$ cat src/rtl/core/owm_pkg.sv
// owm_pkg: shared types and codes for the 1-wire bus master
// beat payload structs, command codes, register indexes, address and register widths
// no dependencies
package owm_pkg;

	// command codes carried in the mode field
	localparam logic [2:0] MODE_TICK  = 3'd0;
	localparam logic [2:0] MODE_RESET = 3'd1;
	localparam logic [2:0] MODE_WR0   = 3'd2;
	localparam logic [2:0] MODE_WR1   = 3'd3;
	localparam logic [2:0] MODE_READ  = 3'd4;

	// configuration register indexes (byte address is 4 * index)
	localparam logic [2:0] REG_RESET_LOW   = 3'd0;
	localparam logic [2:0] REG_PRES_WINDOW = 3'd1;
	localparam logic [2:0] REG_SLOT        = 3'd2;
	localparam logic [2:0] REG_WR1_LOW     = 3'd3;
	localparam logic [2:0] REG_READ_LOW    = 3'd4;
	localparam logic [2:0] REG_READ_SAMPLE = 3'd5;
	localparam logic [2:0] REG_RECOVERY    = 3'd6;

	localparam int ADDR_BITS = 5;
	localparam int REG_BITS  = 10;

	// reset values of the timing registers
	localparam logic [REG_BITS-1:0] RST_RESET_LOW   = 10'd500;
	localparam logic [REG_BITS-1:0] RST_PRES_WINDOW = 10'd500;
	localparam logic [REG_BITS-1:0] RST_SLOT        = 10'd60;
	localparam logic [REG_BITS-1:0] RST_WR1_LOW     = 10'd1;
	localparam logic [REG_BITS-1:0] RST_READ_LOW    = 10'd2;
	localparam logic [REG_BITS-1:0] RST_READ_SAMPLE = 10'd10;
	localparam logic [REG_BITS-1:0] RST_RECOVERY    = 10'd2;

	typedef struct packed {
		logic [2:0] mode;
		logic       bus_level;
	} cmd_t;

	typedef struct packed {
		logic drive_low;
		logic busy_res;
		logic done_res;
		logic read_value;
		logic device_present;
		logic no_device;
	} res_t;

endpackage

$ cat src/rtl/core/onewire_bus_master.sv
// onewire_bus_master: 1-wire slot sequencer with apb timing registers
// depends on owm_pkg for payload structs, command codes and register indexes
//
// channel   handshake              payload      direction
// cmd       cmd_valid / cmd_ready  owm_pkg::cmd_t  in   one tick or command per beat
// res       res_valid / res_ready  owm_pkg::res_t  out  one result beat per cmd beat
// apb       psel/penable/pready    pwdata/prdata   cfg  seven 10-bit timing registers
//
// one cmd beat is taken per cycle while the output register is empty or being drained;
// its result appears in the output register on the next cycle
// the sequencer state (phase, tick counter, presence flags) moves on the accepting edge
// a stalled result beat only blocks cmd while it is held and not being taken
// arst_n clears the sequencer to idle and loads the timing registers' reset values
// no clearing pass: the block is ready as soon as reset is released
module onewire_bus_master #(
	parameter int COUNT_BITS = 10
) (
	input  logic                           clk,
	input  logic                           arst_n,
	// command beats
	input  logic                           cmd_valid,
	output logic                           cmd_ready,
	input  owm_pkg::cmd_t                  cmd,
	// result beats
	output logic                           res_valid,
	input  logic                           res_ready,
	output owm_pkg::res_t                  res,
	// configuration
	input  logic                           psel,
	input  logic                           penable,
	input  logic                           pwrite,
	input  logic [owm_pkg::ADDR_BITS-1:0]  paddr,
	input  logic [31:0]                    pwdata,
	output logic [31:0]                    prdata,
	output logic                           pready
);

	// compare width covers both the register width and the counter width
	localparam int SPAN_BITS = (COUNT_BITS > owm_pkg::REG_BITS) ? COUNT_BITS
	                                                            : owm_pkg::REG_BITS;
	localparam logic [SPAN_BITS-1:0] CNT_MAX = SPAN_BITS'((1 << COUNT_BITS) - 1);

	typedef enum logic [3:0] {
		PH_IDLE,
		PH_RST_LOW,
		PH_PRESENCE,
		PH_W0_LOW,
		PH_W0_REC,
		PH_W1_LOW,
		PH_W1_TAIL,
		PH_RD_LOW,
		PH_RD_WAIT,
		PH_RD_TAIL
	} phase_t;

	// timing registers
	logic [owm_pkg::REG_BITS-1:0] reset_low_q;
	logic [owm_pkg::REG_BITS-1:0] pres_window_q;
	logic [owm_pkg::REG_BITS-1:0] slot_q;
	logic [owm_pkg::REG_BITS-1:0] wr1_low_q;
	logic [owm_pkg::REG_BITS-1:0] read_low_q;
	logic [owm_pkg::REG_BITS-1:0] read_sample_q;
	logic [owm_pkg::REG_BITS-1:0] recovery_q;

	// sequencer state
	phase_t                phase_q, phase_d;
	logic [COUNT_BITS-1:0] cnt_q, cnt_d;
	logic                  saw_low_q, saw_low_d;
	logic                  presence_q, presence_d;
	logic                  sampled_q, sampled_d;

	// output register
	logic          res_valid_q;
	owm_pkg::res_t res_q;
	owm_pkg::res_t res_d;

	logic                         cmd_take;
	logic                         cfg_write;
	logic [2:0]                   reg_idx;
	logic [owm_pkg::REG_BITS-1:0] span_reg;
	logic [SPAN_BITS-1:0]         span_ext;
	logic [SPAN_BITS-1:0]         limit;
	logic [COUNT_BITS-1:0]        cnt_inc;
	logic                         span_hit;
	logic                         done;
	logic                         nodev;

	// ---------------------------------------------------------------- apb port
	assign pready    = 1'b1;
	assign reg_idx   = paddr[owm_pkg::ADDR_BITS-1:2];
	assign cfg_write = psel && penable && pwrite;

	always_comb begin
		unique case (reg_idx)
			owm_pkg::REG_RESET_LOW:   prdata = 32'(reset_low_q);
			owm_pkg::REG_PRES_WINDOW: prdata = 32'(pres_window_q);
			owm_pkg::REG_SLOT:        prdata = 32'(slot_q);
			owm_pkg::REG_WR1_LOW:     prdata = 32'(wr1_low_q);
			owm_pkg::REG_READ_LOW:    prdata = 32'(read_low_q);
			owm_pkg::REG_READ_SAMPLE: prdata = 32'(read_sample_q);
			owm_pkg::REG_RECOVERY:    prdata = 32'(recovery_q);
			default:                  prdata = 32'd0;
		endcase
	end

	always_ff @(posedge clk or negedge arst_n) begin
		if (!arst_n) begin
			reset_low_q   <= owm_pkg::RST_RESET_LOW;
			pres_window_q <= owm_pkg::RST_PRES_WINDOW;
			slot_q        <= owm_pkg::RST_SLOT;
			wr1_low_q     <= owm_pkg::RST_WR1_LOW;
			read_low_q    <= owm_pkg::RST_READ_LOW;
			read_sample_q <= owm_pkg::RST_READ_SAMPLE;
			recovery_q    <= owm_pkg::RST_RECOVERY;
		end else if (cfg_write) begin
			// unmapped addresses are dropped
			unique case (reg_idx)
				owm_pkg::REG_RESET_LOW:   reset_low_q   <= pwdata[owm_pkg::REG_BITS-1:0];
				owm_pkg::REG_PRES_WINDOW: pres_window_q <= pwdata[owm_pkg::REG_BITS-1:0];
				owm_pkg::REG_SLOT:        slot_q        <= pwdata[owm_pkg::REG_BITS-1:0];
				owm_pkg::REG_WR1_LOW:     wr1_low_q     <= pwdata[owm_pkg::REG_BITS-1:0];
				owm_pkg::REG_READ_LOW:    read_low_q    <= pwdata[owm_pkg::REG_BITS-1:0];
				owm_pkg::REG_READ_SAMPLE: read_sample_q <= pwdata[owm_pkg::REG_BITS-1:0];
				owm_pkg::REG_RECOVERY:    recovery_q    <= pwdata[owm_pkg::REG_BITS-1:0];
				default: ;
			endcase
		end
	end

	// ---------------------------------------------------------------- handshake
	// a new beat enters whenever the output register is empty or being drained
	assign cmd_ready = !res_valid_q || res_ready;
	assign cmd_take  = cmd_valid && cmd_ready;
	assign res_valid = res_valid_q;
	assign res       = res_q;

	// ---------------------------------------------------------------- span select
	// each phase times against one register
	always_comb begin
		unique case (phase_q)
			PH_RST_LOW:  span_reg = reset_low_q;
			PH_PRESENCE: span_reg = pres_window_q;
			PH_W0_LOW:   span_reg = slot_q;
			PH_W0_REC:   span_reg = recovery_q;
			PH_W1_LOW:   span_reg = wr1_low_q;
			PH_W1_TAIL:  span_reg = slot_q;
			PH_RD_LOW:   span_reg = read_low_q;
			PH_RD_WAIT:  span_reg = read_sample_q;
			PH_RD_TAIL:  span_reg = slot_q;
			default:     span_reg = reset_low_q;
		endcase
	end

	// zero span acts as one, a span beyond the counter range is clipped
	assign span_ext = SPAN_BITS'(span_reg);
	always_comb begin
		priority if (span_ext == '0)
			limit = SPAN_BITS'(1);
		else if (span_ext > CNT_MAX)
			limit = CNT_MAX;
		else
			limit = span_ext;
	end

	// counter saturates at its top value
	assign cnt_inc  = (cnt_q != '1) ? cnt_q + COUNT_BITS'(1) : cnt_q;
	assign span_hit = SPAN_BITS'(cnt_inc) >= limit;

	// ---------------------------------------------------------------- next state
	always_comb begin
		phase_d    = phase_q;
		cnt_d      = cnt_q;
		saw_low_d  = saw_low_q;
		presence_d = presence_q;
		sampled_d  = sampled_q;
		done       = 1'b0;
		nodev      = 1'b0;

		if (phase_q == PH_IDLE) begin
			// commands start a sequence, ticks and unused codes do nothing
			cnt_d = '0;
			unique case (cmd.mode)
				owm_pkg::MODE_RESET: begin
					phase_d    = PH_RST_LOW;
					saw_low_d  = 1'b0;
					presence_d = 1'b0;
				end
				owm_pkg::MODE_WR0:  phase_d = PH_W0_LOW;
				owm_pkg::MODE_WR1:  phase_d = PH_W1_LOW;
				owm_pkg::MODE_READ: phase_d = PH_RD_LOW;
				default:            cnt_d   = cnt_q;
			endcase
		end else if (cmd.mode == owm_pkg::MODE_TICK) begin
			cnt_d = span_hit ? '0 : cnt_inc;
			unique case (phase_q)
				PH_RST_LOW: begin
					if (span_hit) phase_d = PH_PRESENCE;
				end
				PH_PRESENCE: begin
					// presence is a low followed later by a high
					if (!saw_low_q) begin
						if (!cmd.bus_level) saw_low_d = 1'b1;
					end else if (cmd.bus_level) begin
						presence_d = 1'b1;
					end
					if (span_hit) begin
						phase_d = PH_IDLE;
						done    = 1'b1;
						nodev   = !presence_d;
					end
				end
				PH_W0_LOW: begin
					if (span_hit) phase_d = PH_W0_REC;
				end
				PH_W1_LOW: begin
					if (span_hit) phase_d = PH_W1_TAIL;
				end
				PH_RD_LOW: begin
					if (span_hit) phase_d = PH_RD_WAIT;
				end
				PH_RD_WAIT: begin
					if (span_hit) begin
						sampled_d = cmd.bus_level;
						phase_d   = PH_RD_TAIL;
					end
				end
				PH_W0_REC, PH_W1_TAIL, PH_RD_TAIL: begin
					if (span_hit) begin
						phase_d = PH_IDLE;
						done    = 1'b1;
					end
				end
				default: begin
					phase_d = PH_IDLE;
					cnt_d   = '0;
				end
			endcase
		end

		res_d.drive_low      = (phase_d == PH_RST_LOW) || (phase_d == PH_W0_LOW) ||
		                       (phase_d == PH_W1_LOW)  || (phase_d == PH_RD_LOW);
		res_d.busy_res       = (phase_d != PH_IDLE);
		res_d.done_res       = done;
		res_d.read_value     = sampled_d;
		res_d.device_present = presence_d;
		res_d.no_device      = nodev;
	end

	// ---------------------------------------------------------------- registers
	always_ff @(posedge clk or negedge arst_n) begin
		if (!arst_n) begin
			phase_q     <= PH_IDLE;
			cnt_q       <= '0;
			saw_low_q   <= 1'b0;
			presence_q  <= 1'b0;
			sampled_q   <= 1'b0;
			res_valid_q <= 1'b0;
		end else begin
			if (cmd_take) begin
				phase_q    <= phase_d;
				cnt_q      <= cnt_d;
				saw_low_q  <= saw_low_d;
				presence_q <= presence_d;
				sampled_q  <= sampled_d;
			end
			if (cmd_ready) res_valid_q <= cmd_valid;
		end
	end

	// result payload, no reset needed
	always_ff @(posedge clk) begin
		if (cmd_take) res_q <= res_d;
	end

endmodule

$ cat config.mk
export PLATFORM = sky130hd
export DESIGN_NAME = onewire_bus_master
export DESIGN_NICKNAME = d
export VERILOG_FILES = /design/src/rtl/core/owm_pkg.sv /design/src/rtl/core/onewire_bus_master.sv
export SDC_FILE = /design/constraint.sdc
export NUM_CORES = 1
export LEC_CHECK = 0
export BUFFER_PORTS_ARGS = -buffer_cell sky130_fd_sc_hd__buf_2
export CAP_MARGIN = 30
export CORE_UTILIZATION = 52
export DETAILED_ROUTE_END_ITERATION = 6
export PLACE_DENSITY = 0.77
export SETUP_SLACK_MARGIN = 0.4
export SLEW_MARGIN = 20
export SYNTH_ARGS = -nofsm -noshare
export SYNTH_HDL_FRONTEND = slang
export SYNTH_SLANG_ARGS = --single-unit
$ cat constraint.sdc
create_clock -name clk -period 3.3 [get_ports clk]
set_input_delay 0.33 -clock clk [delete_from_list [all_inputs] [get_ports clk]]
set_output_delay 0.33 -clock clk [all_outputs]
set_load 0.1 [all_outputs]
==> results of run 1 <==
-- per-layer routing --
metal / global-route usage / share of wire / wire length [um]
met5: 0 / 0 / 0
met4: 0.107 / 0.025 / 420
met3: 0.0498 / 0.057 / 952
met2: 0.504 / 0.50 / 8330
met1: 0.387 / 0.42 / 7030
-- power groups by stage --
stage,combinational (W),clock [W],sequential [W]
after detailed placement,0.00254,0,0.00163
after global routing,0.00316,0.00111,0.00164
after floorplan,0.00166,0,0.00161
after CTS,0.00279,0.00107,0.00161
final,0.00294,0.00105,0.00162
after global placement,0.00248,0,0.00161
-- worst paths after layout --
kind | startpoint | endpoint | slack, ps
max | phase_q[1]$_DFFE_PN0P_ | res[4]$_DFFE_PP_ | -310
min in group clk | cmd_valid | res_valid$_DFFE_PN0N_ | 180
max reg2reg | phase_q[1]$_DFFE_PN0P_ | res[4]$_DFFE_PP_ | -310
min | arst_n | cnt_q[8]$_DFFE_PN0P_ | 80
min reg2reg | recovery_q[4]$_DFFE_PN0P_ | recovery_q[4]$_DFFE_PN0P_ | 530
max in group asynchronous | arst_n | pres_window_q[8]$_DFFE_PN1P_ | 2410
-- logic make-up after synthesis --
kind of cell,after synthesis,share of synthesized area
xor+xnor,7,0.0102
fa+ha+maj,11,0.0229
buf+inv,67,0.0637
other cells,2,0.00125
simple gates,175,0.146
compound gates,141,0.160
flops,94,0.401
mux,102,0.195
-- registers in the layout (all words and copies together), names as in the netlist, 4 cells and up --
name / flops
read_sample_q: 10
pres_window_q: 10
reset_low_q: 10
read_low_q: 10
res: 6
cnt_q: 10
wr1_low_q: 10
slot_q: 10
phase_q: 4
recovery_q: 10
-- stage by stage --
step           cells  power [W]  setup WS, ps  hold slack [ps]
2_1_floorplan    620    0.00327         -17.9             34.4
3_3_place_gp     814    0.00409          -357              469
3_5_place_dp     814    0.00416          -428              490
4_1_cts          837    0.00547          -242              124
5_1_grt          841    0.00591          -451              147
6_report         841    0.00562          -312             84.4
-- area by class of cell --
type / instances / area, um^2 / area share
clock inverters: 3 / 45.0 / 0.00607
clock buffers: 12 / 246 / 0.0332
repair buffers: 123 / 888 / 0.120
inverters: 9 / 33.8 / 0.00455
well taps: 140 / 175 / 0.0236
flip-flops and latches: 94 / 2410 / 0.325
multi-input cells: 460 / 3620 / 0.488
-- cell usage in the layout (no fill, tap or decap), drive strengths merged, types with 3 or more instances in the layout --
cell      n
a32o      3
nand4     4
a22o      7
a31oi     7
inv       9
o21a      3
nor2b    14
nor3b     6
ha       11
o211ai    4
mux2i    16
and4      3
o31ai     4
nand3    20
nor3     12
nand2    41
o21ai    48
nor2     46
clkbuf   12
and2      6
buf     123
xnor2     6
a21oi    28
a221oi    3
dfrtp    67
nand2b   13
dfstp    21
mux4      4
conb     23
a22oi    12
edfxtp    6
a21o      6
mux2     82
-- timing repair --
action / CTS / global route
endpoints found under the setup margin: 20 / 20
buffers inserted: 7 / 4
cloned: 1 / 0
hold buffers: 0 / 0
pin swaps: 8 / 8
gates resized for setup: 27 / 23
hold endpoints to repair: 0 / 0
-- critical path: cells and delay by family (launching register included) --
family | cells | cell delay [ps]
compound gates | 6 | 1260
buf+inv | 1 | 160
fa+ha+maj | 1 | 250
simple gates | 6 | 960
mux | 1 | 90
flops | 1 | 400
xor+xnor | 1 | 200
==> impl_metrics.env, run 1 <==
export IMPL_status="complete, but fails checks"
export IMPL_violations="negative setup slack"
export IMPL_finalSetupViolations=19
export IMPL_p_sw_frac=0.410
export IMPL_synth_most_common_cell="mux2_2"
export IMPL_peakVddDrop_mv=0.510
export IMPL_fin_skew_ps=9.53
export IMPL_ys_types=68
export IMPL_die_area_um2=12000
export IMPL_synth_edf_count=6
export IMPL_gp_congestion=0.951
export IMPL_globalRouteOverflowTotal=0
export IMPL_place_area_um2=6800
export IMPL_clock_latency_ps=360
export IMPL_required_ps=3380
export IMPL_synth_top_area_share=0.279
export IMPL_crit_path_end_kind="flip-flop"
export IMPL_nets=756
export IMPL_coreArea_um2=11000
export IMPL_rsz0062_at_grt="true"
export IMPL_grt_pass1_vias=5144
export IMPL_netlist_area_um2=6010
export IMPL_holdCritPathClass="in2async"
export IMPL_clkTransAtPathRegs_ps=70
export IMPL_start_kind="flip-flop"
export IMPL_min_period_ps=3610
export IMPL_drv_slew=0
export IMPL_cap_violations=0
export IMPL_vias=5161
export IMPL_cp_max_fo=15
export IMPL_power_frac_seq=0.289
export IMPL_critPathSlowestCell="dfrtp_1"
export IMPL_r2r_cells=16
export IMPL_fillers=841
export IMPL_critical_path_arrival_ps=3700
export IMPL_ios=89
export IMPL_die_h_um=110
export IMPL_clkPwrFrac=0.188
export IMPL_dr_pass1_iters=5
export IMPL_root_buffer="clkbuf_16"
export IMPL_io_buffers=41
export IMPL_yosysTopAreaCell="dfrtp_1"
export IMPL_area_delta_synth_final_pct=23.4
export IMPL_synthTopCellsByArea="dfrtp_1 (28%), mux2_2 (15%), dfstp_2 (9.2%)"
export IMPL_wirelength_um=16700
export IMPL_cts_tree="built"
export IMPL_worst_pin_slew_ps=854
export IMPL_max_freq_mhz=277
export IMPL_crit_chain="buf_12 -> xnor2_4 -> nor3b_2 -> o21a_1 -> a2111oi_4 -> and4_1 -> nand4_1 -> o221ai_2 -> ha_1 -> nand2b_4 -> a21o_1 -> a21oi_4 -> o21a_4 -> mux2i_1 -> nor3_2 -> nand4b_1"
export IMPL_antenna_found_initial=0
export IMPL_total_leakage_power_nw=3.27
export IMPL_postRouteAntennaNets=0
export IMPL_diodes=0
export IMPL_setup_tns_ps=-2540
export IMPL_num_rows=38
export IMPL_drc=0
export IMPL_async_flop_share=0.936
export IMPL_combPwrFrac=0.524
export IMPL_design_area_um2=7420
export IMPL_synth_cells=599
export IMPL_cts_sinks=94
export IMPL_via_per_inst=6.14
export IMPL_grt_max_degree=66
export IMPL_syn_avg_cell_area_um2=10.0
export IMPL_htreeDepth=3
export IMPL_fin_crit_sh=1.09
export IMPL_ys_flop_type="dfrtp_1"
export IMPL_drive_gt1_frac=0.422
export IMPL_cts_buffer_depth=2
export IMPL_drt_iter0_drc=479
export IMPL_die_w_um=110
export IMPL_p_int_w=0.00332
export IMPL_initial_core_util=0.545
export IMPL_layout_setup_ws_ps=-312
export IMPL_grt_pass1_wl_um=26800
export IMPL_wl_per_cell_um=19.9
export IMPL_ys_ff_latch=94
export IMPL_hpwl_um=11700
export IMPL_slew_headroom=0.431
export IMPL_utilization=0.673
export IMPL_ys_seq_area_frac=0.401
export IMPL_grt_total_usage=0.299
export IMPL_cts_inserted_buffers=9
export IMPL_switchingPower_w=0.00230
export IMPL_cp_slowest_stage_delay_ps=400
export IMPL_power_density_nw_per_um2=757
export IMPL_synth_top_cells_by_count="mux2_2 (81), dfrtp_1 (67), nor2_1 (46)"
export IMPL_ys_warn_count=0
export IMPL_path_class="reg2reg"
export IMPL_final_hold_viol_count=0
No activity file was read; power rests on OpenSTA's default activity.
==> run 2, diff against run 1 <==
CORE_UTILIZATION = 58   (was 52)
PLACE_DENSITY = 0.82   (was 0.77)
clock period = 4.05 ns   (was 3.3 ns; I/O delays follow)
==> run 2 against run 1 <==
The flow now finishes without violations. Global-route usage rose by 0.11 points. First-iteration DRC count rose by 20%. Highest routed layer unchanged. Sequential share of layout area rose by 2.4 points. Count of clock-buffer cells in the layout fell by 2. Fmax fell by 1.4%. Worst setup slack improved by 700 ps. Core utilization rose by 2.6 points. Largest power group unchanged. Critical path depth did not move. Clock skew rose by 7.3 ps.
==> impl_metrics.env, run 2 (synthesized netlist as in run 1, its figures left out) <==
export IMPL_area_delta_synth_final_pct=15.1
export IMPL_antenna_found_initial=0
export IMPL_total_leakage_power_nw=2.99
export IMPL_multiInputGateArea_um2=3470
export IMPL_layout_common_cells="mux2_2 (81), dfrtp_1 (64), nor2_1 (45)"
export IMPL_die_h_um=104
export IMPL_min_period_ps=3660
export IMPL_postCtsHoldBufs=0
export IMPL_start_kind="flip-flop"
export IMPL_diodes=0
export IMPL_r2r_end="res[5]$_DFFE_PP_"
export IMPL_die_w_um=104
export IMPL_place_area_um2=6350
export IMPL_worst_pin_slew_ps=897
export IMPL_layout_setup_ws_ps=386
export IMPL_cts_sinks=94
export IMPL_via_per_inst=6.45
export IMPL_dr_pass1_iters=6
export IMPL_critical_path_arrival_ps=3900
export IMPL_globalRouteOverflowTotal=0
export IMPL_wl_per_cell_um=20.4
export IMPL_clkTransAtPathRegs_ps=100
export IMPL_cts_tree="built"
export IMPL_cp_max_fo=7
export IMPL_rsz0062_at_grt="true"
export IMPL_r2r_slack_ps=390
export IMPL_drv_slew=0
export IMPL_finalSetupViolations=0
export IMPL_hpwl_um=10500
export IMPL_die_area_um2=10800
export IMPL_gp_congestion=0.904
export IMPL_r2r_cells=16
export IMPL_r2r_start="phase_q[1]$_DFFE_PN0P_"
export IMPL_setup_tns_ps=0
export IMPL_fillers=742
export IMPL_peakVddDrop_mv=0.356
export IMPL_design_area_um2=6920
export IMPL_drc=0
export IMPL_grt_pass1_vias=5001
export IMPL_fin_skew_ps=16.9
export IMPL_layout_cells_most_common="mux2_2"
export IMPL_cts_inserted_buffers=9
export IMPL_initial_core_util=0.607
export IMPL_coreArea_um2=9910
export IMPL_root_buffer="clkbuf_8"
export IMPL_cap_violations=0
export IMPL_required_ps=4290
export IMPL_max_freq_mhz=273
export IMPL_final_hold_viol_count=0
export IMPL_crit_path_end_kind="flip-flop"
export IMPL_power_density_nw_per_um2=608
export IMPL_vias=5110
export IMPL_utilization=0.698
export IMPL_regArea_um2=2410
export IMPL_path_class="reg2reg"
export IMPL_slew_headroom=0.401
export IMPL_drt_iter0_drc=575
export IMPL_grt_total_usage=0.300
export IMPL_fin_crit_sh=0.905
export IMPL_pre_cts_slack_ps=60.4
export IMPL_grt_pass1_wl_um=25700
export IMPL_wirelength_um=16100
export IMPL_holdCritPathClass="in2async"
export IMPL_cts_buffer_depth=2
export IMPL_io_buffers=41
export IMPL_nets=713
export IMPL_num_rows=36
export IMPL_ios=89
export IMPL_drive_gt1_frac=0.364
export IMPL_status="completed"
export IMPL_total_power_w=0.00421
export IMPL_postRouteAntennaNets=0
export IMPL_htreeDepth=3
export IMPL_clock_latency_ps=390
export IMPL_grt_max_degree=56
[run 2: cell types whose count changed in the layout (fill, tap and decap cells not counted), sizes merged]
cell | previous run | this run
buf | 123 | 78
bufbuf | 0 | 1
bufinv | 1 | 0
inv | 9 | 13
o211ai | 4 | 3
[run 2: critical path: stages (launching register included)]
cell,delay [ps]
dfrtp_2,460
buf_12,160
xnor2_4,180
nor3b_2,80
o21a_1,200
a2111oi_4,380
and4_1,260
nand4_1,150
o221ai_2,170
ha_1,250
nand2b_1,140
a21o_1,180
a21oi_4,200
o21a_4,180
mux2i_2,250
o221ai_2,130
nor2_1,160
[run 2: worst max-delay path by stage]
stage / start / to / slack (ps) / cells past startpoint
CTS: phase_q[1]$_DFFE_PN0P_ / res[4]$_DFFE_PP_ / 350 / 16
finish: phase_q[1]$_DFFE_PN0P_ / res[5]$_DFFE_PP_ / 390 / 16
global placement: phase_q[3]$_DFFE_PN0P_ / res[4]$_DFFE_PP_ / 100 / 15
global route: phase_q[1]$_DFFE_PN0P_ / res[5]$_DFFE_PP_ / 320 / 16
detailed placement: phase_q[3]$_DFFE_PN0P_ / res[4]$_DFFE_PP_ / 60 / 15
floorplan: paddr[2] / prdata[7] / 420 / 4
[run 2: per-layer routing]
layer,track usage,up-vias,wire length (um)
li1,-,2254,-
met1,0.393,2504,6510
met2,0.492,302,7920
met3,0.0535,50,1270
met4,0.121,0,422
met5,0,-,0
[run 2: layout make-up]
| type | instances | area share |
|---|---|---|
| multi-input cells | 459 | 0.502 |
| flip-flops and latches | 94 | 0.349 |
| repair buffers | 81 | 0.0920 |
| well taps | 133 | 0.0240 |
| clock buffers | 10 | 0.0199 |
| clock inverters | 6 | 0.00832 |
| inverters | 9 | 0.00524 |
[run 2: report_power, final]
part	total, W	internal (W)	switching [W]
clock	0.000634	0.000257	0.000377
sequential	0.00132	0.00115	0.000167
combinational	0.00225	0.000951	0.00130
total	0.00421	0.00236	0.00185
[run 2: through the flow]
step | instances | hold slack (ps)
global placement | 762 | 468
CTS | 788 | 78.8
detailed placement | 762 | 489
floorplan | 620 | 109
global route | 792 | 114
finish | 792 | 56.0
[run 2: what timing repair did]
action	4_1_cts	5_1_grt
endpoints found under the setup margin	16	10
resized for setup	20	24
gates cloned	2	1
buffers inserted	8	3
pin swaps	12	5
